--- src/hw/rtl/assert_macros.svh ---
// Assertion helpers for the RTL modules; included by tmor_scan.
// Each macro expects clk and rst_n in scope at the point of use.
`ifndef ASSERT_MACROS_SVH
`define ASSERT_MACROS_SVH

// Plain property check, held off while in reset.
`define TMOR_ASSERT(lbl, prop, msg) \
  lbl: assert property (@(posedge clk) disable iff (!rst_n) (prop)) else $error(msg);

// Next-cycle implication, held off while in reset.
`define TMOR_ASSERT_NEXT(lbl, ante, cons, msg) \
  lbl: assert property (@(posedge clk) disable iff (!rst_n) (ante) |=> (cons)) else $error(msg);

`endif

--- src/hw/rtl/tmor_pkg.sv ---
// Shared types and constants for the TCP MSS option rewriter.
// No dependencies; imported by every module of the block.
package tmor_pkg;

  localparam int MAX_OPTION_BYTES = 40;

  localparam logic [15:0] NEW_MSS_RESET = 16'd1460;

  // TCP option kinds
  localparam logic [7:0] KIND_EOL        = 8'd0;
  localparam logic [7:0] KIND_NOP        = 8'd1;
  localparam logic [7:0] KIND_MSS        = 8'd2;
  localparam logic [7:0] KIND_WINDOW     = 8'd3;
  localparam logic [7:0] KIND_SACK_OK    = 8'd4;
  localparam logic [7:0] KIND_TIMESTAMP  = 8'd8;
  localparam logic [7:0] KIND_QUICKSTART = 8'd27;

  // fixed option lengths
  localparam logic [6:0] LEN_MSS        = 7'd4;
  localparam logic [3:0] LEN_WINDOW     = 4'd3;
  localparam logic [3:0] LEN_SACK_OK    = 4'd2;
  localparam logic [3:0] LEN_TIMESTAMP  = 4'd10;
  localparam logic [3:0] LEN_QUICKSTART = 4'd8;

  // MSS option byte sequence after the kind byte
  localparam logic [1:0] PI_LEN     = 2'd0;
  localparam logic [1:0] PI_MSS_HI  = 2'd1;
  localparam logic [1:0] PI_MSS_LO  = 2'd2;

  localparam logic [1:0] REG_NEW_MSS_ADDR = 2'b00;

  typedef enum logic [3:0] {
    PH_SCAN  = 4'b0001,
    PH_SKIP  = 4'b0010,
    PH_PATCH = 4'b0100,
    PH_DONE  = 4'b1000
  } phase_t;

  typedef struct packed {
    logic [7:0] out_byte;
    logic       was_rewritten;
    logic       last_byte;
  } result_t;

  // area length clamp: zero reads as one, above max saturates
  function automatic logic [5:0] sat_len(input logic [5:0] len);
    logic [5:0] r;
    r = len;
    if (len == 6'd0) begin
      r = 6'd1;
    end else if (len > 6'(MAX_OPTION_BYTES)) begin
      r = 6'(MAX_OPTION_BYTES);
    end
    return r;
  endfunction

endpackage

--- src/hw/rtl/tcp_mss_option_rewriter_top.sv ---
// An accepted byte is held in the input register, scanned, and registered in the result register for the output ports.
// Throughput: one option byte per cycle; an input register and a result
// register carry the scanner, and both advance together unless out_stall holds.
// Reset (rst_n low, synchronous): pipeline empty, scan state cleared, new_mss = 1460.
// Depends on tmor_pkg, tmor_cfg and tmor_scan.
module tcp_mss_option_rewriter_top (
  input  logic        clk,
  input  logic        rst_n,
  input  logic        in_valid,
  output logic        in_stall,
  input  logic [7:0]  in_option_byte,
  input  logic        in_first_byte,
  input  logic [5:0]  in_area_length,
  output logic        out_valid,
  input  logic        out_stall,
  output logic [7:0]  out_byte,
  output logic        out_was_rewritten,
  output logic        out_last_byte,
  input  logic        cfg_psel,
  input  logic        cfg_penable,
  input  logic        cfg_pwrite,
  input  logic [1:0]  cfg_paddr,
  input  logic [31:0] cfg_pwdata,
  output logic [31:0] cfg_prdata,
  output logic        cfg_pready
);
  import tmor_pkg::*;

  logic        s1_valid_r;
  logic [7:0]  s1_byte_r;
  logic        s1_first_r;
  logic [5:0]  s1_len_r;
  logic        out_valid_r;
  result_t     out_r, scan_res;
  logic [15:0] new_mss;
  logic        out_ready, s1_ready, adv;

  tmor_cfg u_cfg (
    .clk         (clk),
    .rst_n       (rst_n),
    .cfg_psel    (cfg_psel),
    .cfg_penable (cfg_penable),
    .cfg_pwrite  (cfg_pwrite),
    .cfg_paddr   (cfg_paddr),
    .cfg_pwdata  (cfg_pwdata),
    .cfg_prdata  (cfg_prdata),
    .cfg_pready  (cfg_pready),
    .new_mss     (new_mss)
  );

  assign out_ready = !out_valid_r || !out_stall;
  assign adv       = s1_valid_r && out_ready;
  assign s1_ready  = !s1_valid_r || out_ready;
  assign in_stall  = !s1_ready;

  tmor_scan u_scan (
    .clk         (clk),
    .rst_n       (rst_n),
    .fire        (adv),
    .option_byte (s1_byte_r),
    .first_byte  (s1_first_r),
    .area_length (s1_len_r),
    .new_mss     (new_mss),
    .res         (scan_res)
  );

  always_ff @(posedge clk) begin
    if (!rst_n) begin
      s1_valid_r <= 1'b0;
    end else if (s1_ready) begin
      s1_valid_r <= in_valid;
    end
  end

  always_ff @(posedge clk) begin
    if (s1_ready && in_valid) begin
      s1_byte_r  <= in_option_byte;
      s1_first_r <= in_first_byte;
      s1_len_r   <= in_area_length;
    end
  end

  always_ff @(posedge clk) begin
    if (!rst_n) begin
      out_valid_r <= 1'b0;
    end else if (out_ready) begin
      out_valid_r <= s1_valid_r;
    end
  end

  always_ff @(posedge clk) begin
    if (adv) begin
      out_r <= scan_res;
    end
  end

  assign out_valid         = out_valid_r;
  assign out_byte          = out_r.out_byte;
  assign out_was_rewritten = out_r.was_rewritten;
  assign out_last_byte     = out_r.last_byte;

endmodule

--- src/hw/rtl/tmor_cfg.sv ---
// APB-style register file holding the MSS value to write.
// Depends on tmor_pkg.
module tmor_cfg (
  input  logic        clk,
  input  logic        rst_n,
  input  logic        cfg_psel,
  input  logic        cfg_penable,
  input  logic        cfg_pwrite,
  input  logic [1:0]  cfg_paddr,
  input  logic [31:0] cfg_pwdata,
  output logic [31:0] cfg_prdata,
  output logic        cfg_pready,
  output logic [15:0] new_mss
);
  import tmor_pkg::*;

  logic [15:0] new_mss_r;
  logic        wr_en;

  assign wr_en = cfg_psel && cfg_penable && cfg_pwrite;

  always_ff @(posedge clk) begin
    if (!rst_n) begin
      new_mss_r <= NEW_MSS_RESET;
    end else if (wr_en) begin
      new_mss_r <= cfg_pwdata[15:0];
    end
  end

  assign cfg_pready = 1'b1;
  assign cfg_prdata = (cfg_paddr == REG_NEW_MSS_ADDR) ? {16'd0, new_mss_r} : 32'd0;
  assign new_mss    = new_mss_r;

endmodule

--- src/hw/rtl/tmor_scan.sv ---
// Option scanner: holds the parse state and decides each byte's output.
// Depends on tmor_pkg and assert_macros.svh.
module tmor_scan (
  input  logic                clk,
  input  logic                rst_n,
  input  logic                fire,
  input  logic [7:0]          option_byte,
  input  logic                first_byte,
  input  logic [5:0]          area_length,
  input  logic [15:0]         new_mss,
  output tmor_pkg::result_t   res
);
  import tmor_pkg::*;

  `include "assert_macros.svh"

  phase_t     phase_r, phase_nxt, ph;
  logic [3:0] skip_r, skip_nxt, skip, skip_dec;
  logic [5:0] bpos_r, bpos_nxt, bpos;
  logic [5:0] tlen_r, tlen_nxt, tlen;
  logic [1:0] pidx_r, pidx_nxt, pidx;
  logic       in_area;

  always_comb begin
    ph   = phase_r;
    skip = skip_r;
    bpos = bpos_r;
    tlen = tlen_r;
    pidx = pidx_r;
    if (first_byte) begin
      ph   = PH_SCAN;
      skip = 4'd0;
      bpos = 6'd0;
      tlen = sat_len(area_length);
      pidx = PI_LEN;
    end

    phase_nxt = ph;
    skip_nxt  = skip;
    bpos_nxt  = bpos;
    tlen_nxt  = tlen;
    pidx_nxt  = pidx;
    skip_dec  = (skip != 4'd0) ? skip - 4'd1 : skip;
    res.out_byte      = option_byte;
    res.was_rewritten = 1'b0;
    res.last_byte     = 1'b0;

    in_area = bpos < tlen;
    if (!in_area) begin
      phase_nxt = PH_DONE;
    end else begin
      unique case (ph)
        PH_SCAN: begin
          unique case (option_byte)
            KIND_NOP: ;
            KIND_MSS: begin
              // whole 4-byte option must fit in the area
              if ({1'b0, bpos} + LEN_MSS <= {1'b0, tlen}) begin
                phase_nxt = PH_PATCH;
                pidx_nxt  = PI_LEN;
              end else begin
                phase_nxt = PH_DONE;
              end
            end
            KIND_WINDOW: begin
              skip_nxt  = LEN_WINDOW - 4'd1;
              phase_nxt = PH_SKIP;
            end
            KIND_SACK_OK: begin
              skip_nxt  = LEN_SACK_OK - 4'd1;
              phase_nxt = PH_SKIP;
            end
            KIND_TIMESTAMP: begin
              skip_nxt  = LEN_TIMESTAMP - 4'd1;
              phase_nxt = PH_SKIP;
            end
            KIND_QUICKSTART: begin
              skip_nxt  = LEN_QUICKSTART - 4'd1;
              phase_nxt = PH_SKIP;
            end
            default: phase_nxt = PH_DONE;  // end-of-list or unknown kind
          endcase
        end
        PH_SKIP: begin
          skip_nxt = skip_dec;
          if (skip_dec == 4'd0) begin
            phase_nxt = PH_SCAN;
          end
        end
        PH_PATCH: begin
          priority if (pidx == PI_LEN) begin
            pidx_nxt = PI_MSS_HI;
          end else if (pidx == PI_MSS_HI) begin
            res.out_byte      = new_mss[15:8];
            res.was_rewritten = 1'b1;
            pidx_nxt          = PI_MSS_LO;
          end else begin
            res.out_byte      = new_mss[7:0];
            res.was_rewritten = 1'b1;
            pidx_nxt          = PI_LEN;
            phase_nxt         = PH_DONE;
          end
        end
        PH_DONE: ;
        default: phase_nxt = PH_DONE;
      endcase
      if (bpos + 6'd1 == tlen) begin
        res.last_byte = 1'b1;
        phase_nxt     = PH_DONE;
      end
      bpos_nxt = bpos + 6'd1;
    end
  end

  always_ff @(posedge clk) begin
    if (!rst_n) begin
      phase_r <= PH_SCAN;
      skip_r  <= 4'd0;
      bpos_r  <= 6'd0;
      tlen_r  <= 6'd0;
      pidx_r  <= PI_LEN;
    end else if (fire) begin
      phase_r <= phase_nxt;
      skip_r  <= skip_nxt;
      bpos_r  <= bpos_nxt;
      tlen_r  <= tlen_nxt;
      pidx_r  <= pidx_nxt;
    end
  end

  `TMOR_ASSERT(a_skip_nonzero, phase_r != PH_SKIP || skip_r != 4'd0, "skip phase with zero count")
  `TMOR_ASSERT_NEXT(a_pos_in_area, fire, bpos_r <= tlen_r, "byte position past area end")
  `TMOR_ASSERT_NEXT(a_mss_low_follows, fire && res.was_rewritten && pidx == PI_MSS_HI && !res.last_byte, phase_r == PH_PATCH && pidx_r == PI_MSS_LO, "MSS low byte not pending after high byte")

endmodule
--- config.mk ---
export PLATFORM = sky130hd
export DESIGN_NAME = tcp_mss_option_rewriter_top
export DESIGN_NICKNAME = d
export VERILOG_FILES = /design/src/hw/rtl/tmor_pkg.sv /design/src/hw/rtl/tcp_mss_option_rewriter_top.sv /design/src/hw/rtl/tmor_cfg.sv /design/src/hw/rtl/tmor_scan.sv
export VERILOG_INCLUDE_DIRS = /design/src /design/src/hw/rtl
export SDC_FILE = /design/constraint.sdc
export NUM_CORES = 1
export LEC_CHECK = 0
export BUFFER_PORTS_ARGS = -buffer_cell sky130_fd_sc_hd__buf_2
export CORE_ASPECT_RATIO = 1.25
export CORE_MARGIN = 2
export CORE_UTILIZATION = 54
export CTS_BUF_LIST = sky130_fd_sc_hd__clkbuf_16
export DETAILED_ROUTE_END_ITERATION = 12
export HOLD_SLACK_MARGIN = 0.08
export MAX_ROUTING_LAYER = met4
export PLACE_DENSITY = 0.81
export SYNTH_ARGS = -nofsm -noshare
export SYNTH_HDL_FRONTEND = slang
export SYNTH_SLANG_ARGS = --single-unit
--- constraint.sdc ---
create_clock -name clk -period 3.7 [get_ports clk]
set_input_delay 0.37 -clock clk [delete_from_list [all_inputs] [get_ports clk]]
set_output_delay 0.37 -clock clk [all_outputs]
set_load 0.01 [all_outputs]
==> reports/metrics.yaml, run 1 <==
num_vias: 3526
crit_type: "reg2reg"
peakVddDrop_mv: 0.427
floorplan_die_width_um: 80.2
die_area_sq_um: 7970
ys_seq_elements: 65
vias_in_the_first_global_route: 3458
crit-reg2reg-launch: "s1_len_r[5]"
clock-root-buffer: "sky130_fd_sc_hd__clkbuf_16"
min_period_ns: 3.18
tritoncts_buffer_count: 9
io-pin-count: 101
timing.final.ws_setup_ns: 0.522
final_worst_clock_skew_ns: 0.00739
wl_per_cell_um: 15.4
leakagePower_nw: 1.91
avgSynthCellArea_sq_um: 8.47
regToRegSetupSlack_ns: 0.52
postCtsSetupBuffers: 0
tightest_slew_ns: 1.07
max-slew-margin-rel_pct: 28.3
reg_to_reg_endpoint: "out_byte[0]"
firstDrtPassIters: 5
antenna_left: 0
fill_cells: 582
number_of_gates_given_a_new_drive_strength_after_cts: 0
finalNetCount: 589
synthArstFlopShare_pct: 0
clk_latency_ns: 0.33
p_int_mw: 1.45
synth_top_flop_cell: "sky130_fd_sc_hd__dfxtp_1"
htree_levels: 3
ys_warn_count: 0
path_common_cell: "sky130_fd_sc_hd__o21ai_1"
power.combinational.fraction_pct: 11.8
finalSetupViolations: 0
dpl_worst_slack_ns: 0.564
place.port_buffers: 67
critical-path-top-delay-family: "compound AO/OA/AOI/OAI gates"
ctsLongestPathBuffers: 2
grt_start_max_net_pins: 32
netlist.top_cell.by_area: "sky130_fd_sc_hd__dfxtp_1"
setup_repair_after_global_routing_missed_its_margin: "false"
grt_first_pass_wirelength_mm: 15.8
drv_cap: 0
placed_cells: 600
first_iter_violations: 235
startpoint_type: "flip-flop"
seq_area_frac_synth_pct: 39.5
floorplan.initialDensity_pct: 55.9
powerDensity_nw_per_um2: 421
antenna_found_initial: 0
slew_viol_final: 0
detail_route.wirelength_mm: 9.48
hold_path.class: "in2reg"
setup.worst_path.end_class: "flip-flop"
placement.cell_area_sq_um: 4250
critPathMaxStageDelay_ns: 0.50
cp-endpoint: "out_byte[0]"
fin_hold_ws_ns: 0.214
post_synth_instance_area_sq_um: 3920
total_switching_power_mw: 0.471
count_of_unresolved_drc_violations_after_routing: 0
grt_use_total_pct: 26.0
switching_share_pct: 24.5
report.final.hold_viol_count: 0
crit_slowest_cell: "sky130_fd_sc_hd__edfxtp_1"
grt.overflow.total: 0
core_area_sq_um: 7020
timing.critical_path.depth: 9
postSynthCellCount: 463
p_total_mw: 1.92
cts.sink_count: 65
area_share_of_the_largest_cell_type_after_synthesis_pct: 20.4
achievable-frequency_ghz: 0.315
seqPwrFrac_pct: 42.0
final.setup.tns_ns: 0
fin_cells: 616
dieHeight_um: 99.3
drive_gt1_share_pct: 19.6
fin_util_pct: 65.0
clk_pin_slew_worst_setup_hold_paths_ns: 0.06
critical_path.n_buffers_inverters: 0
share_of_power_burned_in_the_clock_network_pct: 46.2
synthTopCellsByArea: "sky130_fd_sc_hd__dfxtp_1 20%, sky130_fd_sc_hd__edfxtp_1 19%, sky130_fd_sc_hd__nand2_1 6.2%"
timing.critical_path.cells: "o21ai_1, and3_1, a21oi_1, ha_1, a2111o_1, a221oi_4, nand4_2, nand2_1, o21ai_1"
r2r_cells: 9
place.detailed.hpwl_mm: 6.85
syn_to_final_growth_pct: 16.3
core.rowCount: 34
yosys.cell_types.count: 66
edff_count_synth: 25
timing.critical_path.from: "s1_len_r[5]"
crit_required_ns: 3.76
cts.hold.buffers_added: 0
outcome: "finished clean"
final_weighted_congestion_of_routability_driven_global_placement: 0.909
cts_tree: "built"
detail_route.vias_per_cell: 5.72
final_period_util_pct: 85.9
critPathArrivalTime_ns: 3.24
crit_fanout: 16
diodes: 0
final_area_sq_um: 4560
[state kept, by name (all words and copies together) (netlist names)]
name,cells
out_valid,1
out_last_byte,1
u_scan.bpos_r,6
s1_byte_r,8
u_scan.pidx_r,2
out_was_rewritten,1
out_byte,8
u_cfg.new_mss,16
s1_valid_r,1
s1_len_r,6
u_scan.skip_r,4
u_scan.tlen_r,6
s1_first_r,1
u_scan.phase_r,4
[per-layer routing]
layer,GRT usage (%),share of wire [%],vias to the layer above
li1,-,-,1743
met1,28.7,39,1612
met2,44.2,51,146
met3,6.17,6.5,25
met4,11.3,3.0,0
met5,-,0,-
[power groups by stage]
stage	sequential (mW)	clock (mW)	combinational (mW)
after floorplan	0.809	0	0.174
after detailed placement	0.822	0	0.224
after CTS	0.807	0.894	0.227
after global routing	0.812	0.933	0.252
final	0.807	0.887	0.227
after global placement	0.820	0	0.219
[worst min path at each step]
stage / from / endpoint / slack [ns] / cells past startpoint
floorplan: u_scan.tlen_r[0] / u_scan.tlen_r[0] / 0.44 / 2
global placement: u_scan.tlen_r[0] / u_scan.tlen_r[0] / 0.44 / 2
detailed placement: u_scan.tlen_r[0] / u_scan.tlen_r[0] / 0.46 / 2
CTS: in_option_byte[0] / s1_byte_r[0] / 0.21 / 1
global route: in_option_byte[0] / s1_byte_r[0] / 0.21 / 1
finish: in_option_byte[0] / s1_byte_r[0] / 0.21 / 1
[cell families (layout without fill, tap and decap cells)]
| kind of cell | after synthesis | after routing | share of synthesized area [%] |
|---|---|---|---|
| xor gates and xnor gates | 11 | 11 | 2.46 |
| muxes | 12 | 12 | 3.09 |
| other | 2 | 17 | 0.191 |
| AOI/OAI and AO/OA | 110 | 110 | 18.9 |
| buffers and inverters | 54 | 102 | 6.98 |
| and+or+nand+nor | 196 | 196 | 24.7 |
| adders and majority gates | 13 | 13 | 4.11 |
| DFF | 65 | 65 | 39.5 |
[layout by cell type (no fill, tap or decap), types with 12 or more instances in the layout]
master and instances:
sky130_fd_sc_hd__a21oi_1 35, sky130_fd_sc_hd__and2_1 18, sky130_fd_sc_hd__buf_2 67, sky130_fd_sc_hd__conb_1 17, sky130_fd_sc_hd__dfxtp_1 40, sky130_fd_sc_hd__edfxtp_1 25
sky130_fd_sc_hd__ha_1 12, sky130_fd_sc_hd__nand2_1 65, sky130_fd_sc_hd__nand3_1 24, sky130_fd_sc_hd__nor2_1 39, sky130_fd_sc_hd__nor3_1 12, sky130_fd_sc_hd__o21ai_0 15
sky130_fd_sc_hd__o21ai_1 15
[area by class of cell]
type | instances | area [sq um] | share of cell area, %
Tap cell | 90 | 113 | 2.47
Sequential cell | 65 | 1550 | 34.0
Timing Repair Buffer | 74 | 388 | 8.50
Clock buffer | 9 | 225 | 4.94
Multi-Input combinational cell | 359 | 2150 | 47.2
Clock inverter | 7 | 86.3 | 1.89
Inverter | 12 | 45.0 | 0.987
[worst register-to-register path, stage by stage, from the launching register on]
cell                       delay (ns)
sky130_fd_sc_hd__edfxtp_1        0.50
sky130_fd_sc_hd__o21ai_1         0.19
sky130_fd_sc_hd__and3_1          0.22
sky130_fd_sc_hd__a21oi_1         0.28
sky130_fd_sc_hd__ha_1            0.32
sky130_fd_sc_hd__a2111o_1        0.44
sky130_fd_sc_hd__a221oi_4        0.28
sky130_fd_sc_hd__nand4_2         0.38
sky130_fd_sc_hd__nand2_1         0.22
sky130_fd_sc_hd__o21ai_1         0.09
[synth_stat cells (5+ instances only)]
library cell / n
sky130_fd_sc_hd__a21oi_1: 35
sky130_fd_sc_hd__a22oi_1: 6
sky130_fd_sc_hd__and2_1: 18
sky130_fd_sc_hd__and3_1: 5
sky130_fd_sc_hd__buf_2: 6
sky130_fd_sc_hd__buf_4: 17
sky130_fd_sc_hd__clkbuf_1: 18
sky130_fd_sc_hd__dfxtp_1: 40
sky130_fd_sc_hd__edfxtp_1: 25
sky130_fd_sc_hd__ha_1: 12
sky130_fd_sc_hd__inv_1: 8
sky130_fd_sc_hd__mux2i_1: 11
sky130_fd_sc_hd__nand2_1: 65
sky130_fd_sc_hd__nand3_1: 24
sky130_fd_sc_hd__nor2_1: 39
sky130_fd_sc_hd__nor2b_1: 11
sky130_fd_sc_hd__nor3_1: 12
sky130_fd_sc_hd__o21ai_0: 15
sky130_fd_sc_hd__o21ai_1: 15
sky130_fd_sc_hd__xnor2_1: 5
sky130_fd_sc_hd__xor2_1: 6
No activity file was read; power rests on OpenSTA's default activity.
==> run 2: changes to the inputs <==
--- a/config.mk
+++ b/config.mk
@@ -7,7 +7,7 @@
 export NUM_CORES = 1
 export LEC_CHECK = 0
 export BUFFER_PORTS_ARGS = -buffer_cell sky130_fd_sc_hd__buf_2
-export CORE_ASPECT_RATIO = 1.25
+export CORE_ASPECT_RATIO = 1.4
 export CORE_MARGIN = 2
 export CORE_UTILIZATION = 54
 export CTS_BUF_LIST = sky130_fd_sc_hd__clkbuf_16
@@ -15,6 +15,7 @@
 export HOLD_SLACK_MARGIN = 0.08
 export MAX_ROUTING_LAYER = met4
 export PLACE_DENSITY = 0.81
+export SETUP_SLACK_MARGIN = 0.5
 export SYNTH_ARGS = -nofsm -noshare
 export SYNTH_HDL_FRONTEND = slang
 export SYNTH_SLANG_ARGS = --single-unit
==> run 2 against run 1 <==
  * Sequential share of layout area shrank 0.23 points
  * Wire length shrank 1.5%
  * Clock power shrank 17%
  * First-iteration DRC count grew 22%
  * Die area is essentially flat
  * Via count grew 1.3%
  * Cell count grew 1.9%
  * Register-to-register slack gained 0.19 ns
  * Worst hold slack gained 0.0032 ns
  * Largest cell class unchanged
==> reports/metrics.yaml, run 2 (same netlist as run 1, synthesis figures left out) <==
place.port_buffers: 67
crit_type: "reg2reg"
detail_route.wirelength_mm: 9.34
grt_start_max_net_pins: 32
peakVddDrop_mv: 0.322
detail_route.vias_per_cell: 5.69
tritoncts_buffer_count: 9
final_period_util_pct: 80.6
hold_path.class: "in2reg"
final_area_sq_um: 4590
placed_cells: 606
syn_to_final_growth_pct: 17.1
placement.cell_area_sq_um: 4270
first_iter_violations: 286
diodes: 0
setup_repair_after_global_routing_missed_its_margin: "false"
cts_tree: "built"
setup.worst_path.end_class: "flip-flop"
reg_to_reg_endpoint: "u_scan.phase_r[3]"
achievable-frequency_ghz: 0.335
timing.critical_path.cells: "buf_4, buf_4, nor2b_1, ha_2, xor2_1, ha_1, nand2_1, nor4_1, mux2_2, a211oi_2, nor2_1, nor4_1, o31a_1"
regToRegSetupSlack_ns: 0.72
wl_per_cell_um: 14.9
grt_use_total_pct: 25.1
mostFrequentLayoutCell: "sky130_fd_sc_hd__buf_2"
drive_gt1_share_pct: 21.4
io-pin-count: 101
outcome: "finished clean"
clock-root-buffer: "sky130_fd_sc_hd__clkbuf_16"
htree_levels: 3
fin_hold_ws_ns: 0.217
cts.sink_count: 65
largest_reg_flops: 16
min_period_ns: 2.98
max-slew-margin-rel_pct: 26.2
r2r_cells: 13
vias_in_the_first_global_route: 3479
dpl_worst_slack_ns: 0.490
finalNetCount: 596
floorplan.initialDensity_pct: 56.2
final_worst_clock_skew_ns: 0.00463
antenna_left: 0
startpoint_type: "flip-flop"
antenna_found_initial: 0
cp-endpoint: "u_scan.phase_r[3]"
core_area_sq_um: 6980
crit-reg2reg-launch: "s1_first_r"
grt.overflow.total: 0
timing.final.ws_setup_ns: 0.716
num_vias: 3573
fill_cells: 593
report.final.hold_viol_count: 0
leakagePower_nw: 1.92
slew_viol_final: 0
final_weighted_congestion_of_routability_driven_global_placement: 0.893
crit_slowest_cell: "sky130_fd_sc_hd__edfxtp_1"
final.setup.tns_ns: 0
grt_first_pass_wirelength_mm: 15.8
crit_fanout: 10
tightest_slew_ns: 1.11
ctsLongestPathBuffers: 2
dieHeight_um: 105
place.detailed.hpwl_mm: 6.86
powerDensity_nw_per_um2: 388
critPathMaxStageDelay_ns: 0.39
most-common-layout-cells: "67 x sky130_fd_sc_hd__buf_2, 65 x sky130_fd_sc_hd__nand2_1, 40 x sky130_fd_sc_hd__dfxtp_1"
finalSetupViolations: 0
critPathArrivalTime_ns: 3.25
timing.critical_path.from: "s1_first_r"
clk_latency_ns: 0.32
crit_required_ns: 3.97
firstDrtPassIters: 5
fin_cells: 628
die_area_sq_um: 7970
drv_cap: 0
floorplan_die_width_um: 76.0
count_of_unresolved_drc_violations_after_routing: 0
clk_pin_slew_worst_setup_hold_paths_ns: 0.05
core.rowCount: 36
run 2: per-stage QoR:
step	total power [mW]	util, %
4_1_cts	1.79	65.4
3_5_place_dp	1.05	61.1
2_1_floorplan	0.983	-
6_report	1.78	65.8
5_1_grt	1.87	65.8
3_3_place_gp	1.04	61.1
run 2: where the power goes:
group | leakage (nW) | internal (mW) | switching [mW]
Clock | 0.132 | 0.445 | 0.296
Sequential | 0.567 | 0.777 | 0.0281
Combinational | 1.22 | 0.0964 | 0.140
run 2: worst min-delay path by stage:
stage	start	to	slack (ns)	depth (start not counted)
after global routing	in_option_byte[3]	s1_byte_r[3]	0.21	1
after CTS	in_option_byte[1]	s1_byte_r[1]	0.21	1
after detailed placement	u_scan.tlen_r[0]	u_scan.tlen_r[0]	0.46	2
after floorplan	u_scan.tlen_r[0]	u_scan.tlen_r[0]	0.44	2
final	in_option_byte[1]	s1_byte_r[1]	0.22	1
after global placement	u_scan.tlen_r[0]	u_scan.tlen_r[0]	0.44	2
run 2: worst max-delay path, delay by kind of cell, from the launching register on:
kind,cells,cell delay [ns]
multiplexers,1,0.27
adder cells (fa/ha/maj),2,0.54
AO/OA/AOI/OAI,2,0.52
flip-flops,1,0.39
AND/OR/NAND/NOR,5,0.71
buffers and inverters,2,0.33
XOR/XNOR,1,0.16
run 2: repair_timing:
| action | in CTS | in global routing |
|---|---|---|
| setup buffers | 5 | 1 |
| hold buffers | 0 | 0 |
| gates cloned | 0 | 0 |
| resized for setup | 0 | 4 |
| pin swaps | 0 | 0 |
| endpoints found under the setup margin | 1 | 12 |
run 2: area by class of cell:
| cell class | count | area [sq um] | share of cell area (%) |
|---|---|---|---|
| Clock buffer | 9 | 225 | 4.90 |
| Clock inverter | 7 | 38.8 | 0.844 |
| Inverter | 12 | 45.0 | 0.980 |
| Multi-Input combinational cell | 359 | 2170 | 47.3 |
| Sequential cell | 65 | 1550 | 33.8 |
| Tap cell | 95 | 119 | 2.59 |
| Timing Repair Buffer | 81 | 440 | 9.59 |
run 2: metal layers:
layer  global-route usage, %  wire [um]  up-vias  share of wire [%]
li1                        -          -     1757                  -
met2                    44.8       4930      121                 53
met3                    6.22        491       21                5.3
met4                    9.74        188        0                2.0
met1                    26.7       3730     1674                 40
met5                       -          0        -                  0
